[src/rtl/core/dadf_pkg.sv]
package dadf_pkg;

    // Input dimension field width and the number of codes it can carry
    localparam int DIM_W = 6;
    localparam int DIM_CODES = 1 << DIM_W;

    // Per-dimension history: four most recent samples, newest first
    localparam int HIST_DEPTH = 4;

    // Frame counter saturates at the history depth
    localparam int CNT_W = 3;
    typedef logic [CNT_W-1:0] t_count;
    localparam t_count CNT_MAX = 3'd4;

    // Up to three results per input transaction (flush on the last frame)
    localparam int MAX_RES = 3;
    typedef logic [1:0] t_nres;

    // Control handed from the delta datapath to the output buffer
    typedef struct packed {
        t_nres num;      // number of results in this bundle
        logic  seq_end;  // final result of the bundle closes the sequence
    } t_emit;

endpackage

[src/rtl/core/dadf_ram.sv]
module dadf_ram #(
    parameter int WIDTH = 8,
    parameter int DEPTH = 64
) (
    input  logic                                   i_clk,
    input  logic                                   i_we,
    input  logic [(DEPTH > 1 ? $clog2(DEPTH) : 1)-1:0] i_waddr,
    input  logic [WIDTH-1:0]                       i_wdata,
    input  logic                                   i_re,
    input  logic [(DEPTH > 1 ? $clog2(DEPTH) : 1)-1:0] i_raddr,
    output logic [WIDTH-1:0]                       o_rdata
);

    logic [WIDTH-1:0] r_mem [DEPTH];
    logic [WIDTH-1:0] r_rdata;

    // Single write port, registered read that holds while not enabled
    always_ff @(posedge i_clk) begin
        if (i_we) begin
            r_mem[i_waddr] <= i_wdata;
        end
        if (i_re) begin
            r_rdata <= r_mem[i_raddr];
        end
    end

    assign o_rdata = r_rdata;

endmodule

[src/rtl/core/dadf_calc.sv]
module dadf_calc #(
    parameter int SAMPLE_BITS = 16
) (
    input  logic                                         i_enable,
    input  logic signed [SAMPLE_BITS-1:0]                i_sample,
    input  logic                                         i_first,
    input  logic                                         i_last,
    input  dadf_pkg::t_count                             i_count,
    input  logic [dadf_pkg::HIST_DEPTH*SAMPLE_BITS-1:0]  i_hist,
    output dadf_pkg::t_emit                              o_emit,
    output logic signed [SAMPLE_BITS-1:0]                o_static [dadf_pkg::MAX_RES],
    output logic signed [SAMPLE_BITS:0]                  o_delta  [dadf_pkg::MAX_RES],
    output logic signed [SAMPLE_BITS+1:0]                o_accel  [dadf_pkg::MAX_RES],
    output dadf_pkg::t_count                             o_count,
    output logic [dadf_pkg::HIST_DEPTH*SAMPLE_BITS-1:0]  o_hist
);

    import dadf_pkg::*;

    localparam int SB = SAMPLE_BITS;
    localparam int EW = SAMPLE_BITS + 3;

    t_count                c;
    logic signed [SB-1:0]  w [HIST_DEPTH+1];
    logic signed [EW-1:0]  e [HIST_DEPTH+1];
    logic signed [EW-1:0]  d1, d2, d3, d4;
    logic signed [EW-1:0]  a2, a3, a4;
    logic signed [SB-1:0]  sv [MAX_RES];
    logic signed [EW-1:0]  dv [MAX_RES];
    logic signed [EW-1:0]  av [MAX_RES];
    logic [1:0]            sel;
    logic [2:0]            idx;

    // Effective frame count: a first mark restarts, stored counts saturate
    assign c = i_first ? '0 : ((i_count > CNT_MAX) ? CNT_MAX : i_count);

    // Window: positions 0..3 are history (oldest first), position 4 is the new sample
    always_comb begin
        w[HIST_DEPTH] = i_sample;
        for (int j = 0; j < HIST_DEPTH; j++) begin
            w[HIST_DEPTH-1-j] = i_hist[j*SB +: SB];
        end
        for (int p = 0; p <= HIST_DEPTH; p++) begin
            e[p] = EW'(w[p]);
        end
    end

    // Deltas at window positions; the first frame of a sequence sits at position 4-c
    assign d1 = (c == 3'd3) ? (e[2] - e[1]) : ((e[2] - e[0]) >>> 1);
    assign d2 = (c == 3'd2) ? (e[3] - e[2]) : ((e[3] - e[1]) >>> 1);
    assign d3 = (c == 3'd1) ? (e[4] - e[3]) : ((e[4] - e[2]) >>> 1);
    assign d4 = e[4] - e[3];

    // Delta-deltas; position 4 is only emitted on the last frame
    assign a2 = (c == 3'd2) ? (d3 - d2) : ((d3 - d1) >>> 1);
    assign a3 = (c == 3'd1) ? (d4 - d3) : ((d4 - d2) >>> 1);
    assign a4 = d4 - d3;

    // Candidate results at positions 2, 3 and 4; a lone frame has zero deltas
    always_comb begin
        sv[0] = w[2];
        sv[1] = w[3];
        sv[2] = w[4];
        dv[0] = d2;
        dv[1] = d3;
        dv[2] = (c == '0) ? '0 : d4;
        av[0] = a2;
        av[1] = a3;
        av[2] = (c == '0) ? '0 : a4;
    end

    // Flush starts at the oldest pending frame, otherwise position 2 is emitted
    always_comb begin
        if (i_last && c < 3'd2) begin
            sel = 2'(3'd2 - c);
        end else begin
            sel = 2'd0;
        end
    end

    // Bundle assembly, count and history update
    always_comb begin
        for (int k = 0; k < MAX_RES; k++) begin
            idx = 3'(k) + 3'(sel);
            if (idx < 3'(MAX_RES)) begin
                o_static[k] = sv[idx[1:0]];
                o_delta[k]  = dv[idx[1:0]][SB:0];
                o_accel[k]  = av[idx[1:0]][SB+1:0];
            end else begin
                o_static[k] = '0;
                o_delta[k]  = '0;
                o_accel[k]  = '0;
            end
        end
        o_hist = i_hist;
        o_emit.seq_end = i_last;
        if (!i_enable) begin
            o_emit.num  = 2'd1;
            o_static[0] = i_sample;
            o_delta[0]  = '0;
            o_accel[0]  = '0;
            o_count     = '0;
        end else if (i_last) begin
            o_emit.num = (c >= 3'd2) ? 2'd3 : 2'(c + 3'd1);
            o_count    = '0;
        end else begin
            o_emit.num = (c >= 3'd2) ? 2'd1 : 2'd0;
            o_count    = (c == CNT_MAX) ? CNT_MAX : c + 3'd1;
            o_hist     = {i_hist[(HIST_DEPTH-1)*SB-1:0], i_sample};
        end
    end

endmodule

[src/rtl/core/dadf_obuf.sv]
module dadf_obuf #(
    parameter int SAMPLE_BITS = 16
) (
    input  logic                                i_clk,
    input  logic                                i_rst_n,
    input  logic                                i_load,
    input  dadf_pkg::t_emit                     i_emit,
    input  logic [dadf_pkg::DIM_W-1:0]          i_dim,
    input  logic signed [SAMPLE_BITS-1:0]       i_static [dadf_pkg::MAX_RES],
    input  logic signed [SAMPLE_BITS:0]         i_delta  [dadf_pkg::MAX_RES],
    input  logic signed [SAMPLE_BITS+1:0]       i_accel  [dadf_pkg::MAX_RES],
    output logic                                o_can_load,
    output logic                                o_valid,
    input  logic                                i_ready,
    output logic [dadf_pkg::DIM_W-1:0]          o_dim,
    output logic signed [SAMPLE_BITS-1:0]       o_static,
    output logic signed [SAMPLE_BITS:0]         o_delta,
    output logic signed [SAMPLE_BITS+1:0]       o_accel,
    output logic                                o_last,
    output logic                                o_seq_end
);

    import dadf_pkg::*;

    t_nres                         r_cnt;
    t_nres                         n_cnt;
    logic                          r_seq_end;
    logic [DIM_W-1:0]              r_dim;
    logic signed [SAMPLE_BITS-1:0] r_static [MAX_RES];
    logic signed [SAMPLE_BITS:0]   r_delta  [MAX_RES];
    logic signed [SAMPLE_BITS+1:0] r_accel  [MAX_RES];
    logic                          take;

    assign take       = (r_cnt != '0) && i_ready;
    assign o_can_load = (r_cnt == '0) || ((r_cnt == 2'd1) && i_ready);

    // Pending result count
    always_comb begin
        n_cnt = r_cnt;
        if (i_load) begin
            n_cnt = i_emit.num;
        end else if (take) begin
            n_cnt = r_cnt - 2'd1;
        end
    end

    always_ff @(posedge i_clk) begin
        if (!i_rst_n) begin
            r_cnt <= '0;
        end else begin
            r_cnt <= n_cnt;
        end
    end

    // Result entries: load a whole bundle, shift toward entry 0 on each transaction
    always_ff @(posedge i_clk) begin
        if (i_load) begin
            r_seq_end <= i_emit.seq_end;
            r_dim     <= i_dim;
            for (int k = 0; k < MAX_RES; k++) begin
                r_static[k] <= i_static[k];
                r_delta[k]  <= i_delta[k];
                r_accel[k]  <= i_accel[k];
            end
        end else if (take) begin
            for (int k = 0; k < MAX_RES - 1; k++) begin
                r_static[k] <= r_static[k+1];
                r_delta[k]  <= r_delta[k+1];
                r_accel[k]  <= r_accel[k+1];
            end
        end
    end

    assign o_valid   = (r_cnt != '0);
    assign o_dim     = r_dim;
    assign o_static  = r_static[0];
    assign o_delta   = r_delta[0];
    assign o_accel   = r_accel[0];
    assign o_last    = (r_cnt == 2'd1);
    assign o_seq_end = r_seq_end && (r_cnt == 2'd1);

endmodule

[src/rtl/core/delta_and_acceleration_features_unit.sv]
// Delta and delta-delta feature unit.
// Slave stream: one feature sample per transaction. tdata carries the dimension
// index and the signed sample, tuser marks the first frame of a sequence and
// tlast the last frame. Master stream: tdata carries dimension, static value,
// delta and delta-delta; tlast marks the final result caused by one input,
// tuser marks the result that is the last frame of the sequence.
// Each frame is emitted two frames late; the last frame flushes up to three
// results. With deltas disabled (cfg write of 0) every sample passes through
// at once with zero deltas.
// An input is registered in the input stage, and its results are then loaded
// into the output buffer. Throughput is one input per cycle while the output
// buffer can take each bundle; an input that causes k results occupies the
// output buffer until all k are taken. The per-dimension read-modify-write
// of the history RAM is closed by a one-entry write-back forward.
// Reset: the frame-count RAM is swept to zero, one dimension per cycle, so
// tready stays low after reset until the sweep ends; cfg writes are taken.
// A stalled master side holds the current result and stalls the slave side
// only once both the output buffer and the input stage are full.
module delta_and_acceleration_features_unit #(
    parameter int NUM_DIMS    = 64,
    parameter int SAMPLE_BITS = 16
) (
    input  logic i_clk,
    input  logic i_rst_n,
    // cfg: enable_deltas
    input  logic i_cfg_we,
    input  logic [0:0] i_cfg_wdata,
    // slave stream
    input  logic i_s_axis_tvalid,
    output logic o_s_axis_tready,
    // tdata: dim_index, sample
    input  logic [((dadf_pkg::DIM_W + SAMPLE_BITS + 7) / 8) * 8 - 1:0] i_s_axis_tdata,
    // tuser: first_frame
    input  logic i_s_axis_tuser,
    // tlast: last_frame
    input  logic i_s_axis_tlast,
    // master stream
    output logic o_m_axis_tvalid,
    input  logic i_m_axis_tready,
    // tdata: out_dim, static_value, delta_value, accel_value
    output logic [((dadf_pkg::DIM_W + 3 * SAMPLE_BITS + 3 + 7) / 8) * 8 - 1:0] o_m_axis_tdata,
    // tuser: sequence_end
    output logic o_m_axis_tuser,
    // tlast: run_last
    output logic o_m_axis_tlast
);

    import dadf_pkg::*;

    localparam int SB     = SAMPLE_BITS;
    localparam int AW     = (NUM_DIMS > 1) ? $clog2(NUM_DIMS) : 1;
    localparam int HW     = HIST_DEPTH * SAMPLE_BITS;
    localparam int OUT_DW = ((DIM_W + 3 * SAMPLE_BITS + 3 + 7) / 8) * 8;

    logic [AW-1:0]        slot_tab [DIM_CODES];
    logic [DIM_W-1:0]     in_dim;
    logic [AW-1:0]        in_slot;
    logic                 s_accept;
    logic                 s1_fire;
    logic                 ob_load;
    logic                 ob_can_load;

    logic                 r_enable;
    logic                 r_clearing;
    logic [AW-1:0]        r_clr_addr;
    logic                 r_s1_valid;
    logic [DIM_W-1:0]     r_dim;
    logic [AW-1:0]        r_slot;
    logic signed [SB-1:0] r_sample;
    logic                 r_first;
    logic                 r_last;
    logic                 r_fw_valid;
    logic [AW-1:0]        r_fw_slot;
    t_count               r_fw_count;
    logic [HW-1:0]        r_fw_hist;

    t_count               ram_count;
    logic [HW-1:0]        ram_hist;
    t_count               cur_count;
    logic [HW-1:0]        cur_hist;
    logic                 fw_hit;
    logic                 cnt_we;
    logic [AW-1:0]        cnt_waddr;
    t_count               cnt_wdata;

    t_emit                calc_emit;
    logic signed [SB-1:0] calc_static [MAX_RES];
    logic signed [SB:0]   calc_delta  [MAX_RES];
    logic signed [SB+1:0] calc_accel  [MAX_RES];
    t_count               calc_count;
    logic [HW-1:0]        calc_hist;

    logic [DIM_W-1:0]     ob_dim;
    logic signed [SB-1:0] ob_static;
    logic signed [SB:0]   ob_delta;
    logic signed [SB+1:0] ob_accel;

    // Dimension to RAM slot, reduced modulo NUM_DIMS by a constant table
    for (genvar g = 0; g < DIM_CODES; g++) begin : g_slot
        assign slot_tab[g] = AW'(g % NUM_DIMS);
    end

    assign in_dim  = i_s_axis_tdata[DIM_W-1:0];
    assign in_slot = slot_tab[in_dim];

    // Handshake: the input stage advances when its bundle can move on
    assign s1_fire         = r_s1_valid && ((calc_emit.num == '0) || ob_can_load);
    assign ob_load         = s1_fire && (calc_emit.num != '0);
    assign o_s_axis_tready = !r_clearing && (!r_s1_valid || s1_fire);
    assign s_accept        = i_s_axis_tvalid && o_s_axis_tready;

    // Configuration register
    always_ff @(posedge i_clk) begin
        if (!i_rst_n) begin
            r_enable <= 1'b1;
        end else if (i_cfg_we) begin
            r_enable <= i_cfg_wdata[0];
        end
    end

    // Post-reset sweep of the frame-count RAM
    always_ff @(posedge i_clk) begin
        if (!i_rst_n) begin
            r_clearing <= 1'b1;
            r_clr_addr <= '0;
        end else if (r_clearing) begin
            if (r_clr_addr == AW'(NUM_DIMS - 1)) begin
                r_clearing <= 1'b0;
            end else begin
                r_clr_addr <= r_clr_addr + 1'b1;
            end
        end
    end

    // Input stage valid
    always_ff @(posedge i_clk) begin
        if (!i_rst_n) begin
            r_s1_valid <= 1'b0;
        end else if (s_accept) begin
            r_s1_valid <= 1'b1;
        end else if (s1_fire) begin
            r_s1_valid <= 1'b0;
        end
    end

    // Input stage payload
    always_ff @(posedge i_clk) begin
        if (s_accept) begin
            r_dim    <= in_dim;
            r_slot   <= in_slot;
            r_sample <= i_s_axis_tdata[DIM_W +: SB];
            r_first  <= i_s_axis_tuser;
            r_last   <= i_s_axis_tlast;
        end
    end

    // Write-back forward covers a read issued in the same cycle as the write
    always_ff @(posedge i_clk) begin
        if (!i_rst_n) begin
            r_fw_valid <= 1'b0;
        end else if (s1_fire) begin
            r_fw_valid <= 1'b1;
        end
    end

    always_ff @(posedge i_clk) begin
        if (s1_fire) begin
            r_fw_slot  <= r_slot;
            r_fw_count <= calc_count;
            r_fw_hist  <= calc_hist;
        end
    end

    assign fw_hit    = r_fw_valid && (r_fw_slot == r_slot);
    assign cur_count = fw_hit ? r_fw_count : ram_count;
    assign cur_hist  = fw_hit ? r_fw_hist : ram_hist;

    // Frame-count RAM: sweep writes zero, otherwise the updated count
    assign cnt_we    = r_clearing || s1_fire;
    assign cnt_waddr = r_clearing ? r_clr_addr : r_slot;
    assign cnt_wdata = r_clearing ? '0 : calc_count;

    dadf_ram #(
        .WIDTH (CNT_W),
        .DEPTH (NUM_DIMS)
    ) u_count_ram (
        .i_clk   (i_clk),
        .i_we    (cnt_we),
        .i_waddr (cnt_waddr),
        .i_wdata (cnt_wdata),
        .i_re    (s_accept),
        .i_raddr (in_slot),
        .o_rdata (ram_count)
    );

    dadf_ram #(
        .WIDTH (HW),
        .DEPTH (NUM_DIMS)
    ) u_hist_ram (
        .i_clk   (i_clk),
        .i_we    (s1_fire),
        .i_waddr (r_slot),
        .i_wdata (calc_hist),
        .i_re    (s_accept),
        .i_raddr (in_slot),
        .o_rdata (ram_hist)
    );

    // Delta and delta-delta datapath
    dadf_calc #(
        .SAMPLE_BITS (SAMPLE_BITS)
    ) u_calc (
        .i_enable (r_enable),
        .i_sample (r_sample),
        .i_first  (r_first),
        .i_last   (r_last),
        .i_count  (cur_count),
        .i_hist   (cur_hist),
        .o_emit   (calc_emit),
        .o_static (calc_static),
        .o_delta  (calc_delta),
        .o_accel  (calc_accel),
        .o_count  (calc_count),
        .o_hist   (calc_hist)
    );

    // Result bundle buffer
    dadf_obuf #(
        .SAMPLE_BITS (SAMPLE_BITS)
    ) u_obuf (
        .i_clk      (i_clk),
        .i_rst_n    (i_rst_n),
        .i_load     (ob_load),
        .i_emit     (calc_emit),
        .i_dim      (r_dim),
        .i_static   (calc_static),
        .i_delta    (calc_delta),
        .i_accel    (calc_accel),
        .o_can_load (ob_can_load),
        .o_valid    (o_m_axis_tvalid),
        .i_ready    (i_m_axis_tready),
        .o_dim      (ob_dim),
        .o_static   (ob_static),
        .o_delta    (ob_delta),
        .o_accel    (ob_accel),
        .o_last     (o_m_axis_tlast),
        .o_seq_end  (o_m_axis_tuser)
    );

    assign o_m_axis_tdata = OUT_DW'({ob_accel, ob_delta, ob_static, ob_dim});

endmodule

[config.mk]
export PLATFORM = sky130hd
export DESIGN_NAME = delta_and_acceleration_features_unit
export DESIGN_NICKNAME = d
export VERILOG_FILES = /design/src/rtl/core/dadf_pkg.sv /design/src/rtl/core/dadf_ram.sv /design/src/rtl/core/dadf_calc.sv /design/src/rtl/core/dadf_obuf.sv /design/src/rtl/core/delta_and_acceleration_features_unit.sv
export SDC_FILE = /design/constraint.sdc
export NUM_CORES = 2
export LEC_CHECK = 0
export BUFFER_PORTS_ARGS = -buffer_cell sky130_fd_sc_hd__buf_2
export CAP_MARGIN = 20
export CORE_ASPECT_RATIO = 1.1
export CORE_MARGIN = 2
export CORE_UTILIZATION = 40
export DETAILED_ROUTE_END_ITERATION = 10
export PLACE_DENSITY = 0.54
export SYNTH_ARGS = -nofsm -noshare
export SYNTH_HDL_FRONTEND = slang
export SYNTH_MEMORY_MAX_BITS = 65536
export SYNTH_SLANG_ARGS = --single-unit
[constraint.sdc]
create_clock -name i_clk -period 16.2 [get_ports i_clk]
set_input_delay 0 -clock i_clk [delete_from_list [all_inputs] [get_ports i_clk]]
set_output_delay 0 -clock i_clk [all_outputs]
set_load 0.05 [all_outputs]
=== Yosys cells after proc, flatten, opt, wreduce, memory -nomap -nowiden ===
Memory sizes are Yosys's and may differ from the RTL's. A register that Yosys moved wholly into a read port is not among the register bits.
Cells that the tools add are included.

* $add $sub $neg: 16
* Magnitude comparators: 10
* Eq/ne operators: 7
* Multiplexer cells: 85
* Bitwise gates (word level): 11
* Reductions and logical operators: 23

{| class="wikitable"
|+ Operator list
! cell !! count
|-
| 19-bit binary-select mux with 2-bit select || 6
|-
| 18-bit two-way mux || 12
|-
| 17-bit two-way mux || 12
|-
| 16-bit two-way mux || 12
|-
| 64-bit two-way mux || 3
|-
| 19-bit two-way mux || 7
|-
| 16-bit by 16-bit subtractor with 17-bit output || 6
|-
| 16-bit binary-select mux with 2-bit select || 3
|-
| 19-bit subtractor || 4
|-
| 3-bit two-way mux || 7
|-
| 6-bit two-way mux || 3
|-
| 1-bit two-way mux || 14
|-
| 2-bit two-way mux || 6
|-
| 3-bit >= comparator, second input constant || 3
|-
| 1-bit logical AND || 9
|-
| 3-bit by 2-bit < comparator with 1-bit output, second input constant || 3
|-
| 2-bit NOT with 3-bit output || 3
|-
| 2-bit nonzero test || 4
|-
| 7-bit >= comparator, second input constant || 1
|-
| 6-bit NOT with 7-bit output || 1
|-
| 6-bit by 1-bit adder with 6-bit output, second input constant || 1
|-
| 3-bit by 2-bit == test with 1-bit output, second input constant || 2
|-
| 6-bit == test || 1
|-
| 6-bit == test, second input constant || 1
|-
| other kinds (18) || 28
|}

* Register bits: 122
* Bits in writable memories: 4,441
* ROM bits: 384
* Input bits: 32
* Output and inout port bits: 68
* Word-level logic and storage cells: 174
* Memories: 6

{| class="wikitable"
|+ Memories
! memory !! depth !! bits a word !! rd ports !! clocked after Yosys merged registers in !! wr ports !! RTL line !! RTL
|-
| u_hist_ram.r_mem || 64 || 64 || 1 || 1 || 1 || dadf_ram.sv:14 || <nowiki>logic [WIDTH-1:0] r_mem [DEPTH];</nowiki>
|-
| (name not given) || 64 || 6 || 1 || 0 || 0 || delta_and_acceleration_features_unit.sv:104 || <nowiki>assign in_slot = slot_tab[in_dim];</nowiki>
|-
| u_count_ram.r_mem || 64 || 3 || 1 || 1 || 1 || dadf_ram.sv:14 ||
|-
| u_obuf.r_accel || 3 || 18 || 3 || 0 || 3 || dadf_obuf.sv:31 || <nowiki>logic signed [SAMPLE_BITS+1:0] r_accel [MAX_RES];</nowiki>
|-
| u_obuf.r_delta || 3 || 17 || 3 || 0 || 3 || dadf_obuf.sv:30 || <nowiki>logic signed [SAMPLE_BITS:0] r_delta [MAX_RES];</nowiki>
|-
| u_obuf.r_static || 3 || 16 || 3 || 0 || 3 || dadf_obuf.sv:29 || <nowiki>logic signed [SAMPLE_BITS-1:0] r_static [MAX_RES];</nowiki>
|}

=== Logic depth before layout (Yosys ltp) ===
* Depth in word-level cells: 17
* Gate-level depth with buffers: 40
* Depth with buffers taken out: 33

=== Hierarchy ===
From an unflattened synthesis, not the netlist that was laid out.

* Cell total of the unflattened synthesis: 9,744
* Area total of the unflattened synthesis: 189,082.6 sq um

{| class="wikitable"
|+ By module, submodules not included
! module !! instances !! cells each !! area an instance (sq um) !! seq. area each (sq um)
|-
| dadf_ram (u_hist_ram) || 1 || 6,598 || 156,989.3 || 124,919.8
|-
| dadf_calc || 1 || 2,131 || 12,827.3 || 0.0
|-
| dadf_ram (u_count_ram) || 1 || 423 || 7,893.8 || 5,855.6
|-
| dadf_obuf || 1 || 346 || 7,000.5 || 4,844.6
|-
| delta_and_acceleration_features_unit || 1 || 246 || 4,371.7 || 3,113.0
|}

=== Worst setup path before layout ===
No wires, ideal clock.

* Kind: reg2reg
* Start point: reg r_dim[1] (netlist name)
* End point: reg u_obuf.r_cnt[0]
* Library setup time: 155 ps
* Arrival: 12,321 ps
* Required time: 16,045 ps
* Path slack: 3,725 ps
* Stages on the path, launching flop included: 22
* Path buffers: 8
* Period minus slack after synthesis: 12,475 ps
* Cell sequence: edfxtp_1 -> buf_6 -> xnor2_4 -> and4_4 -> buf_6 -> nand2_8 -> buf_6 -> buf_6 -> buf_4 -> clkbuf_1 -> buf_1 -> clkbuf_1 -> nand3b_1 -> a21oi_1 -> ha_1 -> nand2_1 -> a21oi_1 -> a211oi_1 -> nand2b_1 -> o21ai_0 -> o21ai_0 -> o221a_2

{| class="wikitable"
|+ RTL lines
! element !! RTL line !! RTL
|-
| end signal: assignment || dadf_obuf.sv:51 || <nowiki>r_cnt <= n_cnt;</nowiki>
|-
| end: declaration || dadf_obuf.sv:25 || <nowiki>t_nres r_cnt;</nowiki>
|}

==> impl_results.md <==
- Status: complete, no violations
- Share of async-settable or async-resettable flops after synthesis: 0%
- Worst path cell trace: xnor2_4, nand4_4, buf_4, nor2_8, nand3b_1, a21oi_1, inv_1, ha_1, inv_1, and2_1, nand2_1, a21oi_1, a211oi_1, nand2b_1, inv_4, and2_1, nand3_1, nor2_4, buf_4, buf_4
- First-pass GRT wire length: 772000 um
- Post-CTS setup buffer count: 0
- Post-Syn Instances: approximately 9500
- Core area: 0.476 sq mm
- Period utilization: slightly below 60%
- Critical path launch point type: flip-flop
- Vias per Instance: ~6
- PD cells: 113 mW/mm^2
- Die area: 0.483 sq mm
- Hold Vio Cnt, Final: 0
- Clock root buffer: clkbuf_16
- Die width: 663 um
- Final count of pins violating max slew: 0
- CTS tree: built
- Worst-margin pin slew: roughly 1.3 ns
- Drt drc: 0
- Max IR drop VDD: 0.000100 V
- Relative slew slack: 10.5%
- Synth Warn #: 0
- Synth Register Bits: 4624
- Buf+Inv Stages, Crit Path: 6
- Crit Path Max Fanout: 51
- Area Overhead vs Synth: 13.0%
- Mapped cell area: 0.191 sq mm
- Clock skew: 0.0691 ns
- Mean Syn Cell Area: 20.1 sq um
- Netlist cell types: 122
- Total Routed Length: 553000 um
- Critical Path AT: 10.06 ns
- WHS Path Cells: 2
- Worst-path clk slew: 0.06 ns
- Crit Reg-Reg Startpoint: r_dim[1]$_DFFE_PP_
- Final setup fails: 0
- Synth top area share: 72.5%
- Sequential share of the synthesized area: 72.6%
- Longest Clk Path Bufs: 4
- Largest delay contributor family on the critical path: simple AND/OR/NAND/NOR gates
- Most used cell along the critical path: buf_4
- TNS Setup: 0 ns
- CTS buffer count: 449
- Detail Route Antenna Nets: 0
- Post-layout min period: 9.43 ns
- DP Area: 0.201 sq mm
- Nets: 9982
- Lkg Pwr: 0.0677 uW
- Worst Path Required: roughly 17 ns
- FF-to-FF End: u_hist_ram.r_mem[7][51]$_DFFE_PP_
- Layout cells sized above 1: 26.7%
- Hold Path Sink: r_dim[2]$_DFFE_PP_
- WS Path Type: flip-flop to flip-flop
- Top_reg_cell synth: edfxtp_1
- Pin count of the biggest net entering global routing: between 100 and 150
- Die Ht: 729 um
- Synth top area cells: edfxtp_1 73%, mux4_2 17%, nor2_1 0.84%
- Initial Utilization: 40.1%
- Fin util: 45.3%
- Top Ports: 100
- Worst min-delay path category: primary input to flip-flop
- H-tree levels: 5
- Row Count: roughly 270
- Gr ovfl total: 0
- Worst Hold Launch: i_s_axis_tdata[2]
- Buffers added on ports: 90
- Antenna violations before repair: 30
- Most common cell after layout, fill and taps aside: edfxtp_1
- Skew-Pair Late Insertion Delay: 1.04 ns
- Vias in the first global route: 99900
- Worst setup EP type: flip-flop
- DR vias: slightly below 100k
- First DRT Iteration DRCs: 11300
- Global placement routability congestion: a little under 0.9
- FILL cells: 39900
- Clock Sinks: 4624
- Crit-path slowest cell: nor2_4
- Post-route cell area: 0.216 sq mm
- Post-synth EDFFs: 4612
- Worst R2R Setup Slack: 6.77 ns
- GRT Overall Usage: 22.4%
- Yosys top cell by area: edfxtp_1
- Unrepaired setup endpoints after global routing: false
- Reg2reg path depth: 20
- Fmax: 106 MHz
- Post-CTS Resized: 0
- Most frequent cells in the layout: 4612 x edfxtp_1, 1407 x mux4_2, 456 x clkbuf_16
- Max-Cap Viols: 0
- DP HPWL: 319000 um
- DRT Pass-1 Iters: 7
- Largest stage delay, worst path: 1.18 ns
- Post-DR wirelength/cell: 33.5 um
-- routing by layer --
layer  GRT usage (%)  share of wire [%]  vias up
met5               0             0.0065        -
met3            2.79                6.5      797
met2            38.4                 50     3983
met4            6.19                3.0        6
li1                -                  -    40100
met1            30.4                 40    54100
-- cell families (layout without fill, tap and decap cells) --
logic type	count (synthesis)	in the layout	share of synthesized area, %
adder cells (fa/ha/maj)	174	174	1.09
flip-flops	4624	4624	72.6
multiplexers	1520	1520	17.2
XOR/XNOR	180	180	0.861
AND/OR/NAND/NOR	1233	1233	3.00
AO/OA/AOI/OAI	1006	1006	3.54
other	1	15	0.00196
buffers and inverters	755	1456	1.68
-- sequential cells by signal (all words and copies together) (netlist names), 16 cells and up --
name / cells
u_hist_ram.r_mem: 4096
u_count_ram.r_mem: 192
r_fw_hist: 64
u_hist_ram.o_rdata: 64
u_obuf.r_accel: 54
u_obuf.r_delta: 51
u_obuf.r_static: 48
r_sample: 16
-- metrics by stage --
stage                     setup WS (ns)  cells  hold slack (ns)  total power [uW]
after global placement             6.75  15600            0.179             14300
after floorplan                    3.72   9499           0.0989             14000
after detailed placement           6.68  15600            0.178             14300
after CTS                          6.69  16500           0.0738             24600
final                              6.77  16500            0.132             24400
after global routing               6.33  16500            0.131             25000
-- worst reg2reg max path: cells and delay by family, from the launching register on --
family                     cells  cell delay [ns]
and+or+nand+nor                9             3.86
xor gates and xnor gates       1             0.38
adders and majority gates      1             0.28
AOI/OAI and AO/OA              3             1.19
DFF                            1             0.63
buffers and inverters          6             2.69
-- where the power goes --
part / internal, uW / switching [uW] / leakage (uW)
registers: 13100 / 5.50 / 0.0419
clock network: 5850 / 4510 / 0.00699
logic: 416 / 542 / 0.0189
total: 19300 / 5060 / 0.0677
-- synth_stat cells (all sizes together) (71+ instances only) --
master,n
edfxtp,4612
mux4,1407
nor2,429
clkbuf,378
nand2,369
a21oi,267
buf,222
o21ai,222
inv,153
ha,114
xnor2,109
mux2i,100
a31oi,77
nand3,73
xor2,71
-- how the worst max path moves through the flow --
stage | cells after the start | end | slack [ns] | from
after floorplan | 21 | u_obuf.r_cnt[0]$_SDFFE_PN0P_ | 3.72 | r_dim[1]$_DFFE_PP_
after global placement | 20 | u_hist_ram.r_mem[7][14]$_DFFE_PP_ | 6.75 | r_dim[1]$_DFFE_PP_
after detailed placement | 19 | u_hist_ram.r_mem[7][14]$_DFFE_PP_ | 6.68 | r_dim[1]$_DFFE_PP_
after CTS | 19 | u_hist_ram.r_mem[55][62]$_DFFE_PP_ | 6.69 | r_dim[1]$_DFFE_PP_
after global routing | 20 | u_hist_ram.r_mem[7][62]$_DFFE_PP_ | 6.33 | r_dim[1]$_DFFE_PP_
final | 20 | u_hist_ram.r_mem[7][51]$_DFFE_PP_ | 6.77 | r_dim[1]$_DFFE_PP_
-- layout make-up --
type	count	area, sq um	area share, %
well taps	6298	7880	3.65
clock inverters	254	2560	1.18
multi-input cells	4120	50500	23.4
clock buffers	566	11800	5.48
diodes	8	20.0	0.00927
flip-flops and latches	4624	139000	64.3
inverters	155	588	0.272
repair buffers	481	3790	1.76
-- repair_timing --
action / in CTS / in global routing
hold buffers: 51 / 0
hold endpoints to repair: 152 / 0
endpoints found under the setup margin: 0 / 0
No activity file was read; power rests on OpenSTA's default activity.
